`src/design/sbd_pkg.sv`:
```
// Shared types, constants and tables for the SPI baud divider search.
`default_nettype none
package sbd_pkg;

  localparam int unsigned ClkW   = 31;               // source clock register
  localparam int unsigned WantW  = 32;               // requested rate
  localparam int unsigned NumW   = ClkW + 1;         // clock times doubler
  localparam int unsigned DenW   = 18;               // 7 * 32768 fits
  localparam int unsigned RateW  = 30;               // every quotient fits
  localparam int unsigned StepW  = $clog2(NumW);     // divider step counter
  localparam int unsigned ComboW = 7;                // 4 x 16 x 2 combinations

  localparam logic [ClkW-1:0] ClkReset = ClkW'(50000000);

  localparam logic [2:0]  Prescale [4]  = '{3'd2, 3'd3, 3'd5, 3'd7};
  localparam logic [15:0] Scale    [16] = '{
    16'd2,    16'd4,    16'd6,    16'd8,    16'd16,   16'd32,   16'd64,    16'd128,
    16'd256,  16'd512,  16'd1024, 16'd2048, 16'd4096, 16'd8192, 16'd16384, 16'd32768
  };

  typedef enum logic [2:0] {
    ST_IDLE,
    ST_START,
    ST_WAIT,
    ST_EVAL,
    ST_REPORT
  } state_e;

  typedef struct packed {
    logic            start;
    logic [NumW-1:0] num;
    logic [DenW-1:0] den;
  } div_req_t;

  typedef struct packed {
    logic             done;
    logic [RateW-1:0] quot;
  } div_rsp_t;

  // Divisor of one prescaler/scaler pair.
  function automatic logic [DenW-1:0] den_of(logic [1:0] p, logic [3:0] s);
    logic [DenW:0] prod;
    prod = (DenW+1)'(Prescale[p]) * (DenW+1)'(Scale[s]);
    return prod[DenW-1:0];
  endfunction

endpackage
`default_nettype wire

```
`src/design/sbd_divider.sv`:
```
// Radix-2 restoring divider, one quotient bit per cycle.
`default_nettype none
module sbd_divider (
  input  wire logic              clk_i,
  input  wire logic              rst_ni,
  input  wire sbd_pkg::div_req_t req_i,
  output sbd_pkg::div_rsp_t      rsp_o
);

  localparam logic [sbd_pkg::StepW-1:0] LastStep = sbd_pkg::StepW'(sbd_pkg::NumW - 1);

  logic                        run_q, run_d;
  logic                        done_q, done_d;
  logic [sbd_pkg::StepW-1:0]   cnt_q, cnt_d;
  logic [sbd_pkg::DenW-1:0]    rem_q;
  logic [sbd_pkg::NumW-1:0]    quot_q;
  logic [sbd_pkg::DenW-1:0]    den_q;
  logic [sbd_pkg::DenW:0]      shifted;
  logic                        ge;
  logic                        load;

  assign load    = req_i.start && !run_q;
  assign shifted = {rem_q, quot_q[sbd_pkg::NumW-1]};
  assign ge      = shifted >= {1'b0, den_q};

  always_comb begin
    run_d  = run_q;
    cnt_d  = cnt_q;
    done_d = run_q && (cnt_q == LastStep);
    if (load) begin
      run_d = 1'b1;
      cnt_d = '0;
    end else if (run_q) begin
      cnt_d = cnt_q + 1'b1;
      if (cnt_q == LastStep) begin
        run_d = 1'b0;
      end
    end
  end

  always_ff @(posedge clk_i or negedge rst_ni) begin
    if (!rst_ni) begin
      run_q  <= 1'b0;
      done_q <= 1'b0;
      cnt_q  <= '0;
    end else begin
      run_q  <= run_d;
      done_q <= done_d;
      cnt_q  <= cnt_d;
    end
  end

  // numerator shifts out of quot_q as quotient bits shift in
  always_ff @(posedge clk_i) begin
    if (load) begin
      rem_q  <= '0;
      quot_q <= req_i.num;
      den_q  <= req_i.den;
    end else if (run_q) begin
      rem_q  <= ge ? sbd_pkg::DenW'(shifted - {1'b0, den_q}) : shifted[sbd_pkg::DenW-1:0];
      quot_q <= {quot_q[sbd_pkg::NumW-2:0], ge};
    end
  end

  assign rsp_o = '{done: done_q, quot: quot_q[sbd_pkg::RateW-1:0]};

endmodule
`default_nettype wire

```
`src/design/spi_baud_divider_search.sv`:
```
// Top level of the SPI baud divider search.
//
// Usage
//   Configuration: APB-style slave, register 0 (byte address 0) holds the
//   31-bit source clock in Hz, reset value 50 MHz. pready is tied high; write
//   it only while busy is low.
//   Command: a transfer is taken at a rising edge with start high and busy
//   low; requested_baud_i is sampled there. busy then stays high until the
//   result has been shown.
//   Result: done_o is high for exactly one cycle with the chosen prescaler
//   index, scaler index, doubler, achieved rate and no_match_o. The receiver
//   cannot stall; the result must be taken in that cycle.
//   Search: all 128 combinations go through one shared restoring divider,
//   one quotient bit per cycle. Each combination passes through launch, 32
//   divide steps, quotient handover and compare, one after the other. A new
//   command is taken only once busy has dropped after done_o.
//   Reset: asynchronous, active low; returns to idle and reloads the clock
//   register with its default.
`default_nettype none
module spi_baud_divider_search (
  input  wire logic                        clk_i,
  input  wire logic                        rst_ni,
  // APB-style configuration port
  input  wire logic                        psel,
  input  wire logic                        penable,
  input  wire logic                        pwrite,
  input  wire logic [2:0]                  paddr,
  input  wire logic [31:0]                 pwdata,
  output logic [31:0]                      prdata,
  output logic                             pready,
  // command
  input  wire logic                        start,
  output logic                             busy,
  input  wire logic [sbd_pkg::WantW-1:0]   requested_baud_i,
  // result
  output logic                             done_o,
  output logic [1:0]                       prescaler_index_o,
  output logic [3:0]                       scaler_index_o,
  output logic [1:0]                       doubler_o,
  output logic [sbd_pkg::RateW-1:0]        achieved_baud_o,
  output logic                             no_match_o
);

  sbd_pkg::state_e            state_q, state_d;
  logic [sbd_pkg::ClkW-1:0]   clk_hz_q;
  logic [sbd_pkg::WantW-1:0]  want_q;
  logic [sbd_pkg::ComboW-1:0] combo_q;
  logic [sbd_pkg::RateW-1:0]  rate_q;
  logic                       have_q;
  logic [sbd_pkg::WantW-1:0]  best_diff_q;
  logic [1:0]                 best_p_q;
  logic [3:0]                 best_s_q;
  logic [1:0]                 best_d_q;
  logic [sbd_pkg::RateW-1:0]  best_rate_q;

  sbd_pkg::div_req_t          div_req;
  sbd_pkg::div_rsp_t          div_rsp;
  logic                       div_start;
  logic [sbd_pkg::NumW-1:0]   div_num;

  logic                       accept;
  logic                       cfg_wr;
  logic                       last_combo;
  logic [sbd_pkg::WantW-1:0]  rate_ext;
  logic [sbd_pkg::WantW-1:0]  diff;
  logic                       take;

  // combo_q = {prescaler, scaler, doubler-1}: doubler innermost, as the search order asks
  assign accept     = start && !busy;
  assign cfg_wr     = psel && penable && pwrite && pready && !paddr[2];
  assign last_combo = &combo_q;

  assign rate_ext = {{(sbd_pkg::WantW - sbd_pkg::RateW){1'b0}}, rate_q};
  assign diff     = want_q - rate_ext;
  assign take     = (rate_ext <= want_q) && (!have_q || diff < best_diff_q);

  // ---------------------------------------------------------------- config
  always_ff @(posedge clk_i or negedge rst_ni) begin
    if (!rst_ni) begin
      clk_hz_q <= sbd_pkg::ClkReset;
    end else if (cfg_wr) begin
      clk_hz_q <= pwdata[sbd_pkg::ClkW-1:0];
    end
  end

  assign prdata = paddr[2] ? 32'd0 : {1'b0, clk_hz_q};
  assign pready = 1'b1;

  // ---------------------------------------------------------------- sequencer
  always_comb begin
    state_d = state_q;
    case (state_q)
      sbd_pkg::ST_IDLE:   if (accept) state_d = sbd_pkg::ST_START;
      sbd_pkg::ST_START:  state_d = sbd_pkg::ST_WAIT;
      sbd_pkg::ST_WAIT:   if (div_rsp.done) state_d = sbd_pkg::ST_EVAL;
      sbd_pkg::ST_EVAL:   state_d = last_combo ? sbd_pkg::ST_REPORT : sbd_pkg::ST_START;
      sbd_pkg::ST_REPORT: state_d = sbd_pkg::ST_IDLE;
      default:            state_d = sbd_pkg::ST_IDLE;
    endcase
  end

  always_comb begin
    busy      = 1'b1;
    done_o    = 1'b0;
    div_start = 1'b0;
    case (state_q)
      sbd_pkg::ST_IDLE:   busy = 1'b0;
      sbd_pkg::ST_START:  div_start = 1'b1;
      sbd_pkg::ST_REPORT: done_o = 1'b1;
      default:            busy = 1'b1;
    endcase
  end

  // numerator is the clock, doubled when the doubler bit is set
  assign div_num = combo_q[0] ? {clk_hz_q, 1'b0} : {1'b0, clk_hz_q};
  assign div_req = '{start: div_start,
                     num:   div_num,
                     den:   sbd_pkg::den_of(combo_q[6:5], combo_q[4:1])};

  always_ff @(posedge clk_i or negedge rst_ni) begin
    if (!rst_ni) begin
      state_q <= sbd_pkg::ST_IDLE;
      combo_q <= '0;
      have_q  <= 1'b0;
    end else begin
      state_q <= state_d;
      if (accept) begin
        combo_q <= '0;
        have_q  <= 1'b0;
      end else if (state_q == sbd_pkg::ST_EVAL) begin
        combo_q <= combo_q + 1'b1;
        if (take) begin
          have_q <= 1'b1;
        end
      end
    end
  end

  // ---------------------------------------------------------------- datapath
  always_ff @(posedge clk_i) begin
    if (accept) begin
      want_q      <= requested_baud_i;
      best_diff_q <= '0;
      best_p_q    <= '0;
      best_s_q    <= '0;
      best_d_q    <= 2'd1;
      best_rate_q <= '0;
    end else begin
      if ((state_q == sbd_pkg::ST_WAIT) && div_rsp.done) begin
        rate_q <= div_rsp.quot;
      end
      if ((state_q == sbd_pkg::ST_EVAL) && take) begin
        best_diff_q <= diff;
        best_p_q    <= combo_q[6:5];
        best_s_q    <= combo_q[4:1];
        best_d_q    <= combo_q[0] ? 2'd2 : 2'd1;
        best_rate_q <= rate_q;
      end
    end
  end

  sbd_divider u_div (
    .clk_i  (clk_i),
    .rst_ni (rst_ni),
    .req_i  (div_req),
    .rsp_o  (div_rsp)
  );

  // result fields hold the best candidate; sampled only with done_o
  assign prescaler_index_o = best_p_q;
  assign scaler_index_o    = best_s_q;
  assign doubler_o         = best_d_q;
  assign achieved_baud_o   = best_rate_q;
  assign no_match_o        = !have_q;

endmodule
`default_nettype wire

```
`config.mk`:
```
export PLATFORM = sky130hd
export DESIGN_NAME = spi_baud_divider_search
export DESIGN_NICKNAME = d
export VERILOG_FILES = /design/src/design/sbd_pkg.sv /design/src/design/sbd_divider.sv /design/src/design/spi_baud_divider_search.sv
export SDC_FILE = /design/constraint.sdc
export NUM_CORES = 1
export LEC_CHECK = 0
export ABC_AREA = 1
export BUFFER_PORTS_ARGS = -buffer_cell sky130_fd_sc_hd__buf_4
export CAP_MARGIN = 20
export CORE_ASPECT_RATIO = 1.1
export CORE_MARGIN = 2
export CORE_UTILIZATION = 60
export CTS_BUF_LIST = sky130_fd_sc_hd__clkbuf_4
export CTS_CLUSTER_SIZE = 16
export DETAILED_ROUTE_END_ITERATION = 10
export GPL_ROUTABILITY_DRIVEN = 1
export PLACE_DENSITY = 0.8
export SETUP_SLACK_MARGIN = 0.3
export SYNTH_ARGS = -nofsm -noshare
export SYNTH_HDL_FRONTEND = slang
export SYNTH_SLANG_ARGS = --single-unit
```
`constraint.sdc`:
```
create_clock -name clk_i -period 5.5 [get_ports clk_i]
set_input_delay 1.1 -clock clk_i [delete_from_list [all_inputs] [get_ports clk_i]]
set_output_delay 1.1 -clock clk_i [all_outputs]
set_load 0.02 [all_outputs]
```
==> metrics.md, run 1 <==
| Metric | Value |
|---|---|
| Status | `completed` |
| Slew headroom | `0.344` |
| Setup Buffers After CTS | `0` |
| Final Net Count | `2,474` |
| Final WL | `39.5 mm` |
| Latest clock arrival within the worst-skew pair | `700 ps` |
| Synth area leaders | `edfxtp_1 21%, nand2_1 13%, dfxtp_1 11%` |
| Clock tree buffer depth | `3` |
| Power share of the clock group | `0.190` |
| Primary FF master, synth | `edfxtp_1` |
| TritonRoute pass-1 iters | `7` |
| Delay-heaviest family, CP | `simple AND/OR/NAND/NOR gates` |
| CP max FO | `46` |
| Vias in the first global route | `13.8k` |
| Place WS | `1160 ps` |
| Startpoint types | `flip-flop` |
| Yosys reg bits | `248` |
| FF-to-FF Start | `want_q[0]$_DFFE_PP_` |
| Slowest CP cell | `fa_1` |
| Crit path largest cell delay | `480 ps` |
| Die width | `159 µm` |
| Critical path origin | `want_q[0]$_DFFE_PP_` |
| Most frequent cell after synthesis | `nand2_1` |
| Syn_area_per_cell | `7.41 µm²` |
| Top cells by count, synth | `545 x nand2_1, 363 x inv_1, 257 x nor2_1, 157 x a21oi_1, 147 x nand3_1` |
| H-Tree Depth | `3` |
| Int Pwr | `5.08 mW` |
| Largest net degree at the start of global routing | `67` |
| Critical path type | `flip-flop to flip-flop` |
| Crit path DAT | `5080 ps` |
| Syn Inst Count | `2,138` |
| Antenna violations before repair | `2` |
| Kind of end point of the critical path | `flip-flop` |
| First DRT Iteration DRCs | `846` |
| Net Count, Synth | `2,328` |
| CP Data Required Time | `6140 ps` |
| CP bufs+invs | `4` |
| Post-CTS Resized | `0` |
| Final period util | `0.808` |
| CORE AREA | `26,100 µm²` |
| IO Pins | `147` |
| Routed via count | `14.2k` |
| CTS buffer count | `68` |
| Root Buffer | `clkbuf_4` |
| Hold-fix buffers, CTS | `0` |
| Row cnt | `62` |
| Psw | `3.86 mW` |
| Final setup fails | `0` |
| Sequential fraction of the synthesis area | `0.400` |
| Fin Clk Skew | `51.4 ps` |
| Total number of clock tree sinks | `248` |
| RSZ-0062 raised after global routing | `no` |
| Worst Hold Class | `primary input to asynchronous set/reset pin` |
| Sw Share | `0.432` |
| Worst vdd ir | `0.409 mV` |
| Die Span Y | `174 µm` |
| TritonCTS clock tree | `yes` |
| Post-synthesis async set-or-reset flop share | `0.198` |
| PortBufs | `141` |
| Final HPWL DP | `29.5 mm` |
| Setup slack after layout | `1050 ps` |
| Fin. max-slew vios | `0` |
| Overall global routing resource usage | `0.286` |
| Combinational fraction of design power | `0.466` |
| Vias per cell | `5.26` |
| Share of cells above drive strength 1 | `0.141` |
| DRC | `0` |
| Seq pwr share | `0.344` |
| Routability cong. | `0.932` |
| Netlist cell types | `48` |
| CTS clk-pin slew, worst paths | `70 ps` |
| Number of synthesized flops with an enable pin | `111` |
| Post-Syn Area | `15,800 µm²` |
| Minimum clock period after layout | `4450 ps` |
| Area fraction of the dominant cell type after synthesis | `0.211` |
| P&R area growth vs syn | `13.5%` |
| Final hold viol count | `0` |
| Setup TNS | `0 ps` |
| Antenna Violating Nets Remaining | `0` |
| Max cap viols | `0` |
| Syn. warnings | `0` |
| Crit-path most repeated cell | `nand2_1` |
| Die area | `27,700 µm²` |
| Grt ovf | `0` |
| Post-synth top area cell | `edfxtp_1` |
| Peak Freq | `225 MHz` |
| First-pass GRT wire length | `64.4 mm` |
| WL/cell | `14.7 µm` |
| Initial Util | `0.607` |
| Power Dens Cells | `498 nW/µm²` |
| Worst Tran Pin Value | `983 ps` |
| Leakage | `9.48 nW` |
## worst reg2reg max path: stages, from the launching register on
cell      delay [ps]
edfxtp_1         370
inv_1             60
ha_1             130
inv_1             70
fa_1             480
nand2_1          130
nand2_1          100
nand3_1           90
nand2_1          110
nand2_1           90
nand2_1          130
nand2_1          150
nand3b_1          90
nand2_1          100
inv_1             50
ha_1             270
nand2_1           50
nor2_1           160
nand4_1          170
nor3b_1          260
nand2_1           80
nand2_1          140
nand2_4          350
buf_4            410
nand3_1          150
nand2_1           80
nor2_1            90
## worst paths after layout
path,to,slack (ps),cells past startpoint
worst max-delay path,doubler_o[1]$_SDFFE_PP0P_,1050,26
worst min-delay path,clk_hz_q[6]$_DFFE_PN0P_,400,1
worst max register to register,doubler_o[1]$_SDFFE_PP0P_,1050,26
worst min register to register,rate_q[3]$_DFFE_PP_,460,0
max in group asynchronous,u_div.run_q$_DFF_PN0_,4600,1
min in group clk_i,rate_q[3]$_DFFE_PP_,460,0
## final cells by class
cell class / count / area (µm²)
Antenna cell: 2 / 5.00
Clock buffer: 102 / 766
Clock inverter: 24 / 130
Fill cell: 2259 / 8100
Inverter: 370 / 1390
Multi-Input combinational cell: 1443 / 7700
Sequential cell: 248 / 6340
Tap cell: 352 / 440
Timing Repair Buffer: 153 / 1210
## through the flow
step | instance area, µm² | hold WS [ps] | total power [mW] | utilization | cells
detailed placement | 17000 | 446 | 7.23 | 0.654 | 2565
global placement | 17000 | 434 | 7.07 | 0.654 | 2565
global route | 18000 | 405 | 9.69 | 0.689 | 2694
floorplan | 15800 | 422 | 6.13 | - | 2138
finish | 18000 | 405 | 8.94 | 0.689 | 2694
CTS | 17900 | 377 | 8.96 | 0.688 | 2691
## power groups by stage
stage	logic [mW]	clock network, mW	registers [mW]
floorplan	3.04	0	3.09
global placement	3.97	0	3.11
detailed placement	4.09	0	3.13
CTS	4.11	1.75	3.10
global route	4.71	1.84	3.14
finish	4.16	1.70	3.08
## cell families (layout without fill, tap and decap cells)
logic type | count (synthesis) | after routing | synth area share
AOI/OAI and AO/OA | 266 | 266 | 0.0981
DFF | 248 | 248 | 0.400
adders and majority gates | 117 | 117 | 0.0996
buffers and inverters | 447 | 649 | 0.115
xor gates and xnor gates | 40 | 40 | 0.0221
and+or+nand+nor | 1018 | 1018 | 0.265
other | 2 | 4 | 0.000474
## sequential cells by signal (all words and copies together), names as in the netlist, 4 cells and up
| register | count |
|---|---|
| u_div.quot_q | 32 |
| clk_hz_q | 31 |
| rate_q | 30 |
| u_div.cnt_q | 5 |
| combo_q | 7 |
| want_q | 32 |
| achieved_baud_o | 30 |
| best_diff_q | 32 |
| u_div.rem_q | 18 |
| u_div.den_q | 17 |
| scaler_index_o | 4 |
## layer usage
metal | wire length, µm | vias to the layer above | GRT usage
li1 | - | 7131 | -
met1 | 16100 | 6476 | 0.336
met2 | 19000 | 457 | 0.496
met3 | 2520 | 109 | 0.0561
met4 | 1820 | 0 | 0.151
met5 | 0 | - | 0
## placed cells by master, fill, tap and decap left out, types with 4 or more instances in the layout
cell / n
nand2_1: 543
a31oi_1: 30
a21o_1: 7
nand3_1: 147
dfxtp_1: 88
dfstp_2: 12
clkinv_1: 12
nor2_2: 4
fa_1: 15
and2_1: 5
clkbuf_4: 102
a21oi_1: 157
edfxtp_1: 111
nand3b_1: 12
clkinv_2: 6
nor2_1: 255
o21ai_0: 23
a21oi_2: 32
xor2_1: 25
o21bai_1: 5
nand4_1: 25
o31ai_1: 4
nor3_1: 13
inv_2: 6
xnor2_1: 15
buf_4: 149
ha_1: 102
inv_1: 363
dfrtp_1: 37
No activity file was read; power rests on OpenSTA's default activity.
==> run 2: changes to the inputs <==
- clock period: 5.5 -> 4.7 ns (I/O delays scaled with it)
==> metrics.md, run 2 (synthesis gave the netlist of run 1 again) <==
| Metric | Value |
|---|---|
| Final setup fails | `0` |
| H-Tree Depth | `3` |
| Share of cells above drive strength 1 | `0.143` |
| Core Util, Final | `0.693` |
| Final Net Count | `2,482` |
| Die width | `159 µm` |
| Setup TNS | `0 ps` |
| Final hold viol count | `0` |
| Leakage | `9.52 nW` |
| DRC | `0` |
| Total number of clock tree sinks | `248` |
| Final period util | `0.868` |
| Peak Freq | `245 MHz` |
| CP bufs+invs | `4` |
| Status | `completed` |
| Crit-path most repeated cell | `nand2_1` |
| First DRT Iteration DRCs | `986` |
| Startpoint types | `flip-flop` |
| Top Registers | `best_diff_q x32, u_div.quot_q x32, want_q x32` |
| WL/cell | `14.9 µm` |
| Kind of end point of the critical path | `flip-flop` |
| Grt ovf | `0` |
| Minimum clock period after layout | `4080 ps` |
| Crit path largest cell delay | `430 ps` |
| IO Pins | `147` |
| Fin. max-slew vios | `0` |
| Slew headroom | `0.350` |
| TritonCTS clock tree | `yes` |
| Fin Clk Skew | `81.1 ps` |
| Overall global routing resource usage | `0.287` |
| Routed via count | `14.2k` |
| CTS clk-pin slew, worst paths | `70 ps` |
| First-pass GRT wire length | `65.1 mm` |
| RSZ-0062 raised after global routing | `no` |
| Worst Hold Class | `primary input to asynchronous set/reset pin` |
| Die area | `27,700 µm²` |
| Vias in the first global route | `13.6k` |
| Worst vdd ir | `0.346 mV` |
| Initial Util | `0.607` |
| Die Span Y | `174 µm` |
| Antenna Violating Nets Remaining | `0` |
| Critical path type | `flip-flop to flip-flop` |
| Latest clock arrival within the worst-skew pair | `720 ps` |
| Commonest cells after routing, fill and taps aside | `542 x nand2_1, 362 x inv_1, 255 x nor2_1, 157 x a21oi_1, 155 x buf_4` |
| Row cnt | `62` |
| Root Buffer | `clkbuf_4` |
| CORE AREA | `26,100 µm²` |
| Antenna violations before repair | `1` |
| Final WL | `40.2 mm` |
| Largest net degree at the start of global routing | `76` |
| Clock tree buffer depth | `3` |
| Worst Tran Pin Value | `974 ps` |
| CP max FO | `32` |
| CTS buffer count | `68` |
| Max cap viols | `0` |
| Fillers | `2,193` |
| PortBufs | `141` |
| Final HPWL DP | `29.0 mm` |
| Routability cong. | `0.941` |
| Commonest non-fill, non-tap cell in the layout | `nand2_1` |
| Vias per cell | `5.26` |
| Delay-heaviest family, CP | `simple AND/OR/NAND/NOR gates` |
| Crit path DAT | `4630 ps` |
| Crit path depth | `25` |
| Slowest CP cell | `fa_2` |
| Power Dens Cells | `586 nW/µm²` |
| P&R area growth vs syn | `14.0%` |
| Reg2Reg Depth | `25` |
| CP Data Required Time | `5260 ps` |
| TritonRoute pass-1 iters | `5` |
run 2: cell type report:
cell class                 instances  area (µm²)  share of cell area
clock inverter                    31         158             0.00873
multi-input combinational       1444        7730               0.428
inverter                         370        1390              0.0769
timing repair buffer             160        1290              0.0716
tap                              352         440              0.0244
clock buffer                      94         706              0.0391
sequential                       248        6340               0.351
antenna                            1        2.50            0.000139
run 2: where the power goes:
part           total, mW  internal, mW  switching, mW  leakage [nW]
logic               5.04          1.90           3.15          6.68
clock network       1.96         0.954           1.00         0.509
registers           3.59          3.10          0.486          2.33
run 2: final timing paths:
kind | startpoint | to | slack (ps)
worst max-delay path | want_q[0]$_DFFE_PP_ | achieved_baud_o[22]$_SDFFE_PP0P_ | 620
worst min-delay path | rst_ni | have_q$_DFFE_PN0P_ | 250
worst max register to register | want_q[0]$_DFFE_PP_ | achieved_baud_o[22]$_SDFFE_PP0P_ | 620
worst min register to register | u_div.quot_q[16]$_DFFE_PP_ | rate_q[16]$_DFFE_PP_ | 450
max in group asynchronous | rst_ni | clk_hz_q[24]$_DFFE_PN0P_ | 3950
min in group clk_i | requested_baud_i[2] | want_q[2]$_DFFE_PP_ | 390
run 2: timing repair:
item                       CTS  global route
resized for setup            0             8
hold buffers                 0             0
setup endpoints to repair    0            71
setup buffers                0             2
run 2: metrics by stage:
| stage | hold slack (ps) | setup slack [ps] | total power [mW] | instances | cell area [µm²] |
|---|---|---|---|---|---|
| after global routing | 261 | 309 | 11.5 | 2700 | 18100 |
| after CTS | 222 | 303 | 10.4 | 2693 | 17900 |
| final | 249 | 622 | 10.6 | 2700 | 18100 |
| after global placement | 432 | 535 | 8.27 | 2568 | 17100 |
| after floorplan | 422 | 1370 | 7.17 | 2138 | 15800 |
| after detailed placement | 437 | 395 | 8.45 | 2568 | 17100 |
run 2: layer usage:
layer | track usage | vias to the layer above | wire [µm]
li1 | - | 7143 | -
met2 | 0.503 | 454 | 19500
met4 | 0.117 | 0 | 1480
met5 | 0 | - | 0
met1 | 0.355 | 6502 | 16700
met3 | 0.0439 | 102 | 2490
==> run 3: changes to the inputs <==
- ABC_AREA: 1 -> default
- PLACE_DENSITY: 0.8 -> 0.85
==> metrics.md, run 3 <==
| Metric | Value |
|---|---|
| Psw | `3.59 mW` |
| RSZ-0062 raised after global routing | `yes` |
| CTS clk-pin slew, worst paths | `80 ps` |
| Final setup fails | `1` |
| Sw Share | `0.382` |
| Commonest non-fill, non-tap cell in the layout | `buf_4` |
| Design area | `17,100 µm²` |
| Grt ovf | `0` |
| Final period util | `1.00` |
| DRC | `0` |
| Fin Clk Skew | `82.3 ps` |
| Largest net degree at the start of global routing | `56` |
| Power Dens Cells | `552 nW/µm²` |
| P&R area growth vs syn | `20.9%` |
| Slowest CP cell | `edfxtp_1` |
| Worst Hold Class | `primary input to asynchronous set/reset pin` |
| Total number of clock tree sinks | `248` |
| Sequential fraction of the synthesis area | `0.449` |
| Overall global routing resource usage | `0.271` |
| Vias in the first global route | `11.2k` |
| Slew headroom | `0.344` |
| Vias per cell | `5.85` |
| Share of cells above drive strength 1 | `0.260` |
| Power share of the clock group | `0.215` |
| Routability cong. | `0.888` |
| Netlist cell types | `67` |
| Net Count, Synth | `1,586` |
| Core Util, Final | `0.741` |
| Int Pwr | `5.82 mW` |
| Root Buffer | `clkbuf_4` |
| Crit-path cells | `inv_1, ha_2, inv_2, fa_2, a21o_1, a221oi_4, a22oi_2, or3_4, a21oi_4, o21ai_2, nand3_1, nand2_2, xor2_2, ha_1, o21a_1, o2111ai_2, a21oi_2, a21oi_4, o211a_4, buf_6, buf_8, mux2i_1, nor2_1` |
| PortBufs | `141` |
| Hold-fix buffers, CTS | `0` |
| Setup slack after layout | `-19.5 ps` |
| Syn. warnings | `0` |
| Row cnt | `58` |
| Placed Cells | `1,806` |
| Crit path DAT | `5290 ps` |
| Commonest cells after routing, fill and taps aside | `191 x buf_4, 148 x nor2_1, 120 x inv_1, 111 x edfxtp_1, 107 x clkbuf_4` |
| Die width | `150 µm` |
| Syn_area_per_cell | `10.1 µm²` |
| Die Span Y | `165 µm` |
| Clock tree buffer depth | `3` |
| Fillers | `1,454` |
| Primary FF master, synth | `edfxtp_1` |
| Number of synthesized flops with an enable pin | `111` |
| Most frequent cell after synthesis | `nor2_1` |
| CP Data Required Time | `5270 ps` |
| Final hold viol count | `0` |
| Area after DPL | `15,600 µm²` |
| Combinational fraction of design power | `0.410` |
| Final Net Count | `1,798` |
| Top cells by count, synth | `151 x nor2_1, 124 x inv_1, 111 x edfxtp_1, 110 x mux2i_1, 102 x ha_1` |
| CP max FO | `8` |
| Synth area leaders | `edfxtp_1 24%, dfxtp_1 12%, ha_1 9.0%` |
| CORE AREA | `23,000 µm²` |
| Seq pwr share | `0.375` |
| Final HPWL DP | `22.9 mm` |
| Area fraction of the dominant cell type after synthesis | `0.236` |
| Top Registers | `best_diff_q x32, u_div.quot_q x32, want_q x32` |
| Latest clock arrival within the worst-skew pair | `740 ps` |
| Critical path type | `flip-flop to flip-flop` |
| Kind of end point of the critical path | `flip-flop` |
| Routed via count | `11.5k` |
| Peak Freq | `212 MHz` |
| Post-synth top area cell | `edfxtp_1` |
| CTS buffer count | `66` |
| Fin cells | `1,961` |
| Syn Inst Count | `1,396` |
| Status | `finished, violations left` |
| Yosys reg bits | `248` |
| Crit-path most repeated cell | `a21oi_4` |
| Initial Util | `0.613` |
| TritonCTS clock tree | `yes` |
| Max cap viols | `0` |
| First DRT Iteration DRCs | `948` |
| WL/cell | `18.4 µm` |
| Setup TNS | `-19.5 ps` |
| Reg2Reg Depth | `23` |
| Crit path largest cell delay | `380 ps` |
| Startpoint types | `flip-flop` |
| Leakage | `7.62 nW` |
| Fin. max-slew vios | `0` |
| Worst Tran Pin Value | `980 ps` |
| Failing checks | `setup timing` |
| H-Tree Depth | `3` |
| Hold Slack | `225 ps` |
| Post-synthesis async set-or-reset flop share | `0.198` |
| Post-Syn Area | `14,100 µm²` |
| Final WL | `36.1 mm` |
| IO Pins | `147` |
| Minimum clock period after layout | `4720 ps` |
| First-pass GRT wire length | `53.5 mm` |
| Worst vdd ir | `0.330 mV` |
| Die area | `24,800 µm²` |
| Antenna violations before repair | `1` |
| Antenna Violating Nets Remaining | `0` |
| TritonRoute pass-1 iters | `6` |
run 3: worst max-delay path, delay by kind of cell, from the launching register on:
family | cells | cell delay [ps]
compound gates | 10 | 1890
fa+ha+maj | 3 | 870
xor+xnor | 1 | 180
simple gates | 4 | 630
mux | 1 | 240
buf+inv | 4 | 380
flops | 1 | 380
run 3: final cells by class:
type                    instances  area (µm²)  area share
inverters                     124         467      0.0274
flip-flops and latches        248        6340       0.372
clock buffers                 107         803      0.0471
well taps                     300         375      0.0220
clock inverters                13        81.3     0.00477
diodes                          1        2.50    0.000147
repair buffers                205        1710       0.100
multi-input cells             963        7270       0.426
run 3: worst paths after layout:
check	start	to	slack (ps)
setup / recovery	want_q[0]$_DFFE_PP_	achieved_baud_o[17]$_SDFFE_PP0P_	-20
hold / removal	rst_ni	clk_hz_q[6]$_DFFE_PN0P_	220
setup reg to reg	want_q[0]$_DFFE_PP_	achieved_baud_o[17]$_SDFFE_PP0P_	-20
hold reg to reg	u_div.quot_q[1]$_DFFE_PP_	rate_q[1]$_DFFE_PP_	440
max in group asynchronous	rst_ni	combo_q[4]$_DFFE_PN0P_	3910
min in group clk_i	requested_baud_i[15]	want_q[15]$_DFFE_PP_	400
run 3: what timing repair did:
action | in CTS | in global routing
pin swaps | 19 | 16
hold endpoints to repair | 0 | 0
setup buffers | 12 | 16
gates resized for setup | 27 | 28
endpoints found under the setup margin | 70 | 72
gates cloned | 2 | 3
run 3: metal layers:
layer	routed length (µm)	global-route usage	vias to the layer above	share of wire
li1	-	-	5335	-
met1	14600	0.340	5503	0.40
met2	17400	0.447	509	0.48
met3	2700	0.0602	118	0.075
met4	1450	0.124	0	0.040
met5	0	0	-	0
run 3: power groups by stage:
stage          Sequential (mW)  Combinational [mW]  Clock [mW]
2_1_floorplan             3.43                2.45           0
3_3_place_gp              3.48                3.25           0
3_5_place_dp              3.52                3.41           0
4_1_cts                   3.49                3.61        2.04
5_1_grt                   3.58                4.20        2.18
6_report                  3.53                3.86        2.03
run 3: cells by family after synthesis:
| family | count (synthesis) | synth area share |
|---|---|---|
| xor gates and xnor gates | 62 | 0.0385 |
| AOI/OAI and AO/OA | 242 | 0.108 |
| buffers and inverters | 186 | 0.0544 |
| muxes | 142 | 0.104 |
| adders and majority gates | 117 | 0.112 |
| DFF | 248 | 0.449 |
| and+or+nand+nor | 397 | 0.134 |
| other | 2 | 0.000532 |
run 3: through the flow:
step	worst slack [ps]	total power, mW
2_1_floorplan	381	5.88
3_3_place_gp	47.7	6.73
3_5_place_dp	-71.6	6.93
4_1_cts	202	9.14
5_1_grt	-222	9.96
6_report	-19.5	9.42
